File: config.mk
export PLATFORM = sky130hd
export DESIGN_NAME = outlier_trimmed_window_mean
export DESIGN_NICKNAME = d
export VERILOG_FILES = /design/src/design/otwm_pkg.sv /design/src/design/otwm_cell.sv /design/src/design/otwm_div.sv /design/src/design/otwm_axis.sv /design/src/design/outlier_trimmed_window_mean.sv
export SDC_FILE = /design/constraint.sdc
export NUM_CORES = 2
export LEC_CHECK = 0
export BUFFER_PORTS_ARGS = -buffer_cell sky130_fd_sc_hd__buf_2
export CORE_ASPECT_RATIO = 0.8
export CORE_UTILIZATION = 65
export CTS_BUF_LIST = sky130_fd_sc_hd__clkbuf_8
export DETAILED_ROUTE_END_ITERATION = 10
export PLACE_DENSITY = 0.9
export SKIP_CTS_REPAIR_TIMING = 1
export SLEW_MARGIN = 30
export SYNTH_ARGS = -nofsm -noshare
export SYNTH_HDL_FRONTEND = slang
export SYNTH_SLANG_ARGS = --single-unit
export TNS_END_PERCENT = 5
File: constraint.sdc
create_clock -name clock -period 8.7 [get_ports clock]
set_clock_uncertainty 0.15 [all_clocks]
set_input_delay 0.87 -clock clock [delete_from_list [all_inputs] [get_ports clock]]
set_output_delay 0.87 -clock clock [all_outputs]
set_load 0.01 [all_outputs]
File: src/design/otwm_pkg.sv
`default_nettype none
package otwm_pkg;
   localparam int unsigned Window = 16;
   localparam int unsigned SlotW = $clog2(Window);
   localparam int unsigned CntW = $clog2(Window + 1);
   localparam int unsigned SumW = 16 + CntW;
   localparam int unsigned NumAxes = 3;

   typedef logic signed [15:0] sample_type;
   typedef logic [SlotW-1:0] slot_type;
   typedef logic [CntW-1:0] cnt_type;
   typedef logic signed [SumW-1:0] sum_type;

   // shift controls passed down the cell row
   typedef struct packed {
      logic load;
      logic rotate;
      logic clear;
   } row_ctl_type;
endpackage
`default_nettype wire

File: src/design/otwm_cell.sv
`default_nettype none
module otwm_cell
   import otwm_pkg::*;
(
   input  wire         clock,
   input  wire         reset,
   input  row_ctl_type ctl,
   input  sample_type  load_data,
   input  sample_type  prev_data,
   output sample_type  data
);
   sample_type data_ff, data_in;

   always_comb begin
      data_in = data_ff;
      if (ctl.clear) begin
         data_in = '0;
      end else if (ctl.load) begin
         data_in = load_data;
      end else if (ctl.rotate) begin
         data_in = prev_data;
      end
   end

   always_ff @(posedge clock) begin
      if (reset) begin
         data_ff <= '0;
      end else begin
         data_ff <= data_in;
      end
   end

   assign data = data_ff;
endmodule
`default_nettype wire

File: src/design/otwm_div.sv
`default_nettype none
module otwm_div
   import otwm_pkg::*;
(
   input  wire      clock,
   input  wire      reset,
   input  wire      start,
   input  sum_type  dividend,
   input  cnt_type  divisor,
   output logic     done,
   output sum_type  quotient
);
   localparam int unsigned StepW = $clog2(SumW + 1);

   logic [SumW-1:0] rem_ff, rem_in, quo_ff, quo_in;
   logic [SumW-1:0] mag;
   logic [StepW-1:0] step_ff, step_in;
   logic busy_ff, busy_in, neg_ff, neg_in, done_ff, done_in;
   cnt_type den_ff, den_in;
   logic [SumW:0] trial;
   logic [SumW-1:0] shifted;

   always_comb begin
      mag = dividend[SumW-1] ? SumW'(-dividend) : SumW'(dividend);
      rem_in = rem_ff;
      quo_in = quo_ff;
      step_in = step_ff;
      busy_in = busy_ff;
      neg_in = neg_ff;
      den_in = den_ff;
      done_in = 1'b0;
      shifted = {rem_ff[SumW-2:0], quo_ff[SumW-1]};
      trial = {1'b0, shifted} - (SumW+1)'(den_ff);
      if (start) begin
         rem_in = '0;
         quo_in = mag;
         step_in = '0;
         busy_in = 1'b1;
         neg_in = dividend[SumW-1];
         den_in = divisor;
      end else if (busy_ff) begin
         if (!trial[SumW]) begin
            rem_in = trial[SumW-1:0];
            quo_in = {quo_ff[SumW-2:0], 1'b1};
         end else begin
            rem_in = shifted;
            quo_in = {quo_ff[SumW-2:0], 1'b0};
         end
         step_in = step_ff + 1'b1;
         if (step_ff == StepW'(SumW - 1)) begin
            busy_in = 1'b0;
            done_in = 1'b1;
         end
      end
   end

   always_ff @(posedge clock) begin
      if (reset) begin
         busy_ff <= 1'b0;
         done_ff <= 1'b0;
      end else begin
         busy_ff <= busy_in;
         done_ff <= done_in;
      end
      rem_ff <= rem_in;
      quo_ff <= quo_in;
      step_ff <= step_in;
      neg_ff <= neg_in;
      den_ff <= den_in;
   end

   assign done = done_ff;
   assign quotient = neg_ff ? sum_type'(-quo_ff) : sum_type'(quo_ff);
endmodule
`default_nettype wire

File: src/design/otwm_axis.sv
`default_nettype none
module otwm_axis
   import otwm_pkg::*;
(
   input  wire         clock,
   input  wire         reset,
   input  row_ctl_type ctl,
   input  sample_type  sample,
   input  wire         acc_clear,
   input  wire         acc_sum,
   input  wire         acc_dist,
   input  wire         acc_trim,
   input  slot_type    pos,
   input  wire         div_start,
   input  wire         div_sel,
   input  cnt_type     count,
   output logic        div_done,
   output sample_type  result
);
   sample_type cells [Window];
   row_ctl_type cell_ctl [Window];
   sum_type sum_ff, sum_in, mean_ff, mean_in, worst_ff, worst_in, delta;
   slot_type drop_ff, drop_in;
   sum_type quotient, dividend;
   cnt_type divisor;
   sample_type head;

   genvar g;
   generate
      for (g = 0; g < Window; g++) begin : g_cell
         // only cell 0 takes the new sample
         assign cell_ctl[g] = {ctl.load && (g == 0), ctl.rotate, ctl.clear};
         otwm_cell u_cell (
            .clock(clock),
            .reset(reset),
            .ctl(cell_ctl[g]),
            .load_data(sample),
            .prev_data(cells[(g + 1) % Window]),
            .data(cells[g])
         );
      end
   endgenerate

   // cell 0 holds slot pos while the row rotates
   assign head = cells[0];

   always_comb begin
      sum_in = sum_ff;
      worst_in = worst_ff;
      drop_in = drop_ff;
      mean_in = mean_ff;
      delta = mean_ff - sum_type'(head);
      if (delta < 0) begin
         delta = -delta;
      end
      if (acc_clear) begin
         sum_in = '0;
         worst_in = '0;
         drop_in = '0;
      end else if (acc_sum) begin
         sum_in = sum_ff + sum_type'(head);
      end else if (acc_dist) begin
         if (delta >= worst_ff) begin
            worst_in = delta;
            drop_in = pos;
         end
      end else if (acc_trim) begin
         if (pos != drop_ff) begin
            sum_in = sum_ff + sum_type'(head);
         end
      end
      if (div_done && !div_sel) begin
         mean_in = quotient;
      end
   end

   always_ff @(posedge clock) begin
      sum_ff <= sum_in;
      worst_ff <= worst_in;
      drop_ff <= drop_in;
      mean_ff <= mean_in;
   end

   assign dividend = sum_ff;
   assign divisor = div_sel ? cnt_type'(count - 1'b1) : count;

   otwm_div u_div (
      .clock(clock),
      .reset(reset),
      .start(div_start),
      .dividend(dividend),
      .divisor(divisor),
      .done(div_done),
      .quotient(quotient)
   );

   assign result = quotient[15:0];
endmodule
`default_nettype wire

File: src/design/outlier_trimmed_window_mean.sv
// flow: the first sample after reset or restart is passed straight to the output; any later
// sample goes through row alignment, load, a sum pass, a division, distance and trim passes
// and a second division; either result then waits while the previous one is still stalled
// requests: one sample at a time; req_stall stays high until that sample's result is registered
// reset: synchronous, active high; clears all cells, the slot and the fill count
`default_nettype none
module outlier_trimmed_window_mean
   import otwm_pkg::*;
(
   input  wire        clock,
   input  wire        reset,
   input  wire        req_valid,
   output logic       req_stall,
   input  wire [15:0] req_sample_x,
   input  wire [15:0] req_sample_y,
   input  wire [15:0] req_sample_z,
   input  wire        req_restart,
   output logic       rsp_valid,
   input  wire        rsp_stall,
   output logic [15:0] rsp_filtered_x,
   output logic [15:0] rsp_filtered_y,
   output logic [15:0] rsp_filtered_z
);
   localparam logic [3:0] StIdle  = 4'd0;
   localparam logic [3:0] StAlign = 4'd1;
   localparam logic [3:0] StLoad  = 4'd2;
   localparam logic [3:0] StSum   = 4'd3;
   localparam logic [3:0] StDiv1  = 4'd4;
   localparam logic [3:0] StWait1 = 4'd5;
   localparam logic [3:0] StDist  = 4'd6;
   localparam logic [3:0] StTrim  = 4'd7;
   localparam logic [3:0] StDiv2  = 4'd8;
   localparam logic [3:0] StWait2 = 4'd9;
   localparam logic [3:0] StOut   = 4'd10;

   logic [3:0] state_ff, state_in;
   slot_type slot_ff, slot_in, pos_ff, pos_in;
   slot_type rot_ff, rot_in;
   cnt_type seen_ff, seen_in;
   logic [CntW:0] k_ff, k_in;
   logic valid_ff, valid_in;
   sample_type ox_ff, oy_ff, oz_ff, ox_in, oy_in, oz_in;
   sample_type sx_ff, sy_ff, sz_ff;
   row_ctl_type ctl;
   logic acc_clear, acc_sum, acc_dist, acc_trim, div_start, div_sel;
   logic [NumAxes-1:0] dd;
   sample_type rx, ry, rz;
   logic accept;

   assign accept = req_valid && !req_stall;
   assign req_stall = (state_ff != StIdle);

   // row rotation: cell 0 shows slot rot_ff; rotating advances by one
   always_comb begin
      state_in = state_ff;
      slot_in = slot_ff;
      pos_in = pos_ff;
      rot_in = rot_ff;
      seen_in = seen_ff;
      k_in = k_ff;
      valid_in = valid_ff && rsp_stall;
      ox_in = ox_ff;
      oy_in = oy_ff;
      oz_in = oz_ff;
      ctl = '0;
      acc_clear = 1'b0;
      acc_sum = 1'b0;
      acc_dist = 1'b0;
      acc_trim = 1'b0;
      div_start = 1'b0;
      div_sel = 1'b0;
      case (state_ff)
         StIdle: begin
            if (accept) begin
               if (req_restart) begin
                  ctl.clear = 1'b1;
                  slot_in = '0;
                  seen_in = '0;
                  rot_in = '0;
               end
               state_in = StAlign;
            end
         end
         StAlign: begin
            // rotate until cell 0 holds the write slot
            if (rot_ff == slot_ff) begin
               state_in = StLoad;
            end else begin
               ctl.rotate = 1'b1;
               rot_in = rot_ff + 1'b1;
            end
         end
         StLoad: begin
            ctl.load = 1'b1;
            slot_in = (slot_ff == slot_type'(Window - 1)) ? '0 : slot_ff + 1'b1;
            if (seen_ff == '0) begin
               seen_in = cnt_type'(1);
               state_in = StOut;
            end else begin
               if (seen_ff < cnt_type'(Window)) begin
                  seen_in = seen_ff + 1'b1;
               end
               state_in = StSum;
               acc_clear = 1'b1;
               k_in = '0;
               pos_in = '0;
            end
         end
         StSum, StDist, StTrim: begin
            // visit every slot once starting from rot_ff alignment at slot 0
            if (rot_ff != '0 && k_ff == '0) begin
               ctl.rotate = 1'b1;
               rot_in = rot_ff + 1'b1;
            end else begin
               if (k_ff < (CntW+1)'(seen_ff)) begin
                  acc_sum = (state_ff == StSum);
                  acc_dist = (state_ff == StDist);
                  acc_trim = (state_ff == StTrim);
               end
               pos_in = pos_ff + 1'b1;
               ctl.rotate = 1'b1;
               rot_in = rot_ff + 1'b1;
               k_in = k_ff + 1'b1;
               if (k_ff == (CntW+1)'(Window - 1)) begin
                  k_in = '0;
                  case (state_ff)
                     StSum: state_in = StDiv1;
                     StDist: state_in = StTrim;
                     default: state_in = StDiv2;
                  endcase
               end
            end
         end
         StDiv1: begin
            div_start = 1'b1;
            state_in = StWait1;
         end
         StWait1: begin
            if (&dd) begin
               // fresh accumulators for the distance and trim passes
               acc_clear = 1'b1;
               state_in = StDist;
            end
         end
         StDiv2: begin
            div_start = 1'b1;
            div_sel = 1'b1;
            state_in = StWait2;
         end
         StWait2: begin
            div_sel = 1'b1;
            if (&dd) begin
               state_in = StOut;
            end
         end
         StOut: begin
            if (!(valid_ff && rsp_stall)) begin
               if (seen_ff == cnt_type'(1)) begin
                  ox_in = sx_ff;
                  oy_in = sy_ff;
                  oz_in = sz_ff;
               end else begin
                  ox_in = rx;
                  oy_in = ry;
                  oz_in = rz;
               end
               valid_in = 1'b1;
               state_in = StIdle;
            end
         end
         default: state_in = StIdle;
      endcase
      if (state_ff == StTrim && state_in == StDiv2) begin
         acc_clear = 1'b0;
      end
   end

   always_ff @(posedge clock) begin
      if (reset) begin
         state_ff <= StIdle;
         slot_ff <= '0;
         seen_ff <= '0;
         rot_ff <= '0;
         valid_ff <= 1'b0;
      end else begin
         state_ff <= state_in;
         slot_ff <= slot_in;
         seen_ff <= seen_in;
         rot_ff <= rot_in;
         valid_ff <= valid_in;
      end
      pos_ff <= pos_in;
      k_ff <= k_in;
      ox_ff <= ox_in;
      oy_ff <= oy_in;
      oz_ff <= oz_in;
      if (accept) begin
         sx_ff <= req_sample_x;
         sy_ff <= req_sample_y;
         sz_ff <= req_sample_z;
      end
   end

   otwm_axis u_x (
      .clock(clock), .reset(reset), .ctl(ctl), .sample(sx_ff),
      .acc_clear(acc_clear), .acc_sum(acc_sum), .acc_dist(acc_dist),
      .acc_trim(acc_trim), .pos(pos_ff), .div_start(div_start), .div_sel(div_sel),
      .count(seen_ff), .div_done(dd[0]), .result(rx)
   );
   otwm_axis u_y (
      .clock(clock), .reset(reset), .ctl(ctl), .sample(sy_ff),
      .acc_clear(acc_clear), .acc_sum(acc_sum), .acc_dist(acc_dist),
      .acc_trim(acc_trim), .pos(pos_ff), .div_start(div_start), .div_sel(div_sel),
      .count(seen_ff), .div_done(dd[1]), .result(ry)
   );
   otwm_axis u_z (
      .clock(clock), .reset(reset), .ctl(ctl), .sample(sz_ff),
      .acc_clear(acc_clear), .acc_sum(acc_sum), .acc_dist(acc_dist),
      .acc_trim(acc_trim), .pos(pos_ff), .div_start(div_start), .div_sel(div_sel),
      .count(seen_ff), .div_done(dd[2]), .result(rz)
   );

   assign rsp_valid = valid_ff;
   assign rsp_filtered_x = ox_ff;
   assign rsp_filtered_y = oy_ff;
   assign rsp_filtered_z = oz_ff;
endmodule
`default_nettype wire

==> reports/qor.csv <==
stage,metric,value,unit
layout,synthesis-to-finish area growth,9.21,%
power_and_ir_drop,total leakage power,23.2,nW
grt,gr ovfl total,0,
placement,HPWL Detailed,84.9,mm
timing,remaining max-slew budget at the tightest pin,0.334,
drt,violation count after the first detailed-route iteration,4639,
drt,DR pass1 iterations,6,
grt,number of global-route vias before repair,43800,
timing,maximum clock frequency,143,MHz
timing,worst hold margin,17.5,ps
cts,cell at the root of the clock tree,sky130_fd_sc_hd__clkbuf_8,
logic_synthesis,warning count from the yosys run,0,
logic_synthesis,Mapped Cells,6879,
critical_path,maximum fanout encountered on the critical timing path,33,
hold_path,worst hold path type,input port to flop,
layout,filler cell count in the final layout,6021,
drt,Routed WL per cell,16.4,um
grt,largest net degree at the start of global routing,241,
cts,clock transition at the register clock pins on the worst setup and hold paths after CTS,70,ps
floorplan,Row Count,97,
placement,global placement routability congestion,0.939,
drt,DRT antenna net count,0,
logic_synthesis,dominant cell type by area after synthesis,sky130_fd_sc_hd__dfxtp_1,
logic_synthesis,proportion of register bits with asynchronous set or reset after synthesis,0,
placement,Port Buf Inserts,102,
grt,number of antenna violations at the first check in global routing,6,
logic_synthesis,most used flip-flop cell after synthesis,sky130_fd_sc_hd__dfxtp_1,
cts,number of buffers created by CTS,182,
grt,overall track demand over capacity in global routing,0.287,
floorplan,effective utilization at floorplan,0.656,
floorplan,number of primary I/O pins,103,
critical_path,type of element launching the critical path,flop,
logic_synthesis,sequential area share after synthesis,0.477,
cts,worst skew pair latency,880,ps
logic_synthesis,number of synthesized register bits,1245,
logic_synthesis,Syn Std Cell Area,0.0573,mm2
logic_synthesis,count of different cell masters after synthesis,89,
critical_path,"Worst Path Class, Setup",flop to flop,
critical_path,crit path buf inv count,1,
floorplan,overall die area,0.0894,mm2
layout,layout cells sized above 1,0.0716,
layout,net count of the finished layout,7114,
layout,area taken by multi-input logic gates,0.0278,mm2
floorplan,die outline width,334,um
outcome,result of the run,"complete, no violations",
critical_path,"Cell Chain, Critical Path","ha_1, fa_1, nor2b_1, o31a_1, o21ba_1, o21ai_0, a211o_1, a211oi_2, nand4bb_1, or4_4, nor4_1, ha_1, and3_1, a21oi_1, o21ai_0, a31o_2, a21oi_1, o211a_1, clkinv_1, a211oi_1, nor3_1",
timing,Finish-stage setup viols,0,
critical_path,worst stage delay on the critical path,870,ps
grt,global-route wire length before repair,214,mm
cts,number of clock sinks,1245,
timing,share of the clock period used by the worst path,0.805,
floorplan,Die Ht,268,um
timing,count of final max-slew check failures,0,
flow_run,Maximum Capacitance Violations,0,
logic_synthesis,average instance area after synthesis,8.33,um2
drt,total wirelength of the detailed-routed design,133,mm
drt,vias after detailed routing,47700,
drt,DRC violations left,0,
logic_synthesis,share of Yosys cell area claimed by the top area cell type,0.351,
timing,post-route setup TNS,0,ps
timing,Final Hold Fails,0,
logic_synthesis,number of enable-type register cells in the synthesized netlist,240,
power_and_ir_drop,power density normalized to cell area,301,mW/mm2
critical_path,Critical Path End Type,flop,
logic_synthesis,leading cell types by count after synthesis,"1835 x sky130_fd_sc_hd__nand2_1, 1005 x sky130_fd_sc_hd__dfxtp_1, 906 x sky130_fd_sc_hd__a21oi_1",
cts,H-tree depth,4,
timing,unrepaired setup endpoints after global routing,false,
timing,transition time at the pin with the least slew margin,998,ps
layout,FF+latch area,0.0273,mm2
logic_synthesis,Syn Nets,7167,
critical_path,cell type group with the largest total delay on the critical path,compound AO/OA/AOI/OAI gates,
power_and_ir_drop,peak supply drop,0.209,mV
logic_synthesis,leading cell types by total area after synthesis,"sky130_fd_sc_hd__dfxtp_1 35%, sky130_fd_sc_hd__edfxtp_1 13%, sky130_fd_sc_hd__nand2_1 12%, sky130_fd_sc_hd__a21oi_1 7.9%, sky130_fd_sc_hd__ha_1 4.9%",
drt,via/cell ratio,5.87,
floorplan,core area,0.0874,mm2
timing,clock period minus worst slack,7000,ps
critical_path,WP data arrival,7610,ps
logic_synthesis,cell with the most instances after synthesis,sky130_fd_sc_hd__nand2_1,
critical_path,data required time of the worst path,9310,ps
cts,clock buffer depth,3,
critical_path,critical path's slowest cell,sky130_fd_sc_hd__clkinv_1,
power_and_ir_drop,Overall Power,0.0188,W
cts,clock tree from TritonCTS,yes,
-- power breakdown --
part	internal, W	switching [W]
sequential	0.00664	0.000679
clock	0.00274	0.00233
combinational	0.00230	0.00412
total	0.0117	0.00713
-- cells in the final DEF (no fill, tap or decap), types with 15 or more instances in the layout --
master and instances:
sky130_fd_sc_hd__edfxtp_1 240, sky130_fd_sc_hd__nor2b_1 35, sky130_fd_sc_hd__inv_1 262, sky130_fd_sc_hd__clkbuf_8 227
sky130_fd_sc_hd__nor4_1 28, sky130_fd_sc_hd__a21oi_1 905, sky130_fd_sc_hd__o21a_1 29, sky130_fd_sc_hd__a31oi_1 30
sky130_fd_sc_hd__mux2i_1 67, sky130_fd_sc_hd__nand3_1 63, sky130_fd_sc_hd__o211a_1 30, sky130_fd_sc_hd__clkinv_2 26
sky130_fd_sc_hd__nor2_1 495, sky130_fd_sc_hd__or2_2 15, sky130_fd_sc_hd__xnor2_1 182, sky130_fd_sc_hd__or3_1 45
sky130_fd_sc_hd__xor2_1 143, sky130_fd_sc_hd__dfxtp_1 1005, sky130_fd_sc_hd__nand2b_1 52, sky130_fd_sc_hd__o21ai_0 214
sky130_fd_sc_hd__buf_2 102, sky130_fd_sc_hd__or4_1 23, sky130_fd_sc_hd__buf_4 35, sky130_fd_sc_hd__nand2_1 1832
sky130_fd_sc_hd__a211oi_1 43, sky130_fd_sc_hd__dlygate4sd3_1 22, sky130_fd_sc_hd__a311oi_1 67, sky130_fd_sc_hd__nor3_1 90
sky130_fd_sc_hd__o31ai_1 34, sky130_fd_sc_hd__ha_1 226, sky130_fd_sc_hd__a21o_1 55, sky130_fd_sc_hd__and3_1 23
sky130_fd_sc_hd__o21ai_1 17, sky130_fd_sc_hd__nand4_1 34
-- through the flow --
step	utilization	setup WS, ps	area (um2)	instances
after floorplan	-	3130	57300	6879
after global placement	0.666	2350	58200	7754
after detailed placement	0.667	2150	58200	7756
after CTS	0.713	2140	62300	8096
after global routing	0.716	1180	62600	8125
final	0.716	1700	62600	8125
-- per-layer routing --
metal  GRT usage  vias to the layer above  wire length [um]  part of all wire
li1            -                    23300                 -                 -
met1       0.383                    22300             57100              0.43
met2       0.463                     1720             62100              0.47
met3      0.0505                      355              9800             0.073
met4       0.113                        4              4450             0.033
met5           0                        -                34           0.00025
-- cells by family (layout without fill, tap and decap cells) --
family	after synthesis	count (layout)	share of synthesized area
buffers and inverters	613	716	0.0404
flip-flops	1245	1245	0.477
AND/OR/NAND/NOR	2824	2824	0.207
adder cells (fa/ha/maj)	235	235	0.0525
AO/OA/AOI/OAI	1562	1562	0.160
XOR/XNOR	326	326	0.0498
multiplexers	74	74	0.0131
other	0	5	0
-- worst paths after layout --
check	endpoint	slack [ps]	startpoint	cells after the start
setup / recovery	u_z.worst_ff[18]$_SDFFE_PP0P_	1700	u_z.g_cell[0].u_cell.data[0]$_SDFFE_PP0P_	21
hold / removal	sx_ff[10]$_DFFE_PP_	20	req_sample_x[10]	1
setup reg to reg	u_z.worst_ff[18]$_SDFFE_PP0P_	1700	u_z.g_cell[0].u_cell.data[0]$_SDFFE_PP0P_	21
hold reg to reg	u_x.g_cell[7].u_cell.data[12]$_SDFFE_PP0P_	250	u_x.g_cell[8].u_cell.data[12]$_SDFFE_PP0P_	2
-- cell type report --
| cell class | instances | share of cell area |
|---|---|---|
| Multi-Input combinational cell | 5021 | 0.444 |
| Sequential cell | 1245 | 0.437 |
| Clock buffer | 227 | 0.0499 |
| Tap cell | 1138 | 0.0228 |
| Timing Repair Buffer | 171 | 0.0199 |
| Clock inverter | 113 | 0.0144 |
| Inverter | 205 | 0.0123 |
| Antenna cell | 5 | 0.000200 |
Power figures use the tool's default switching activity.
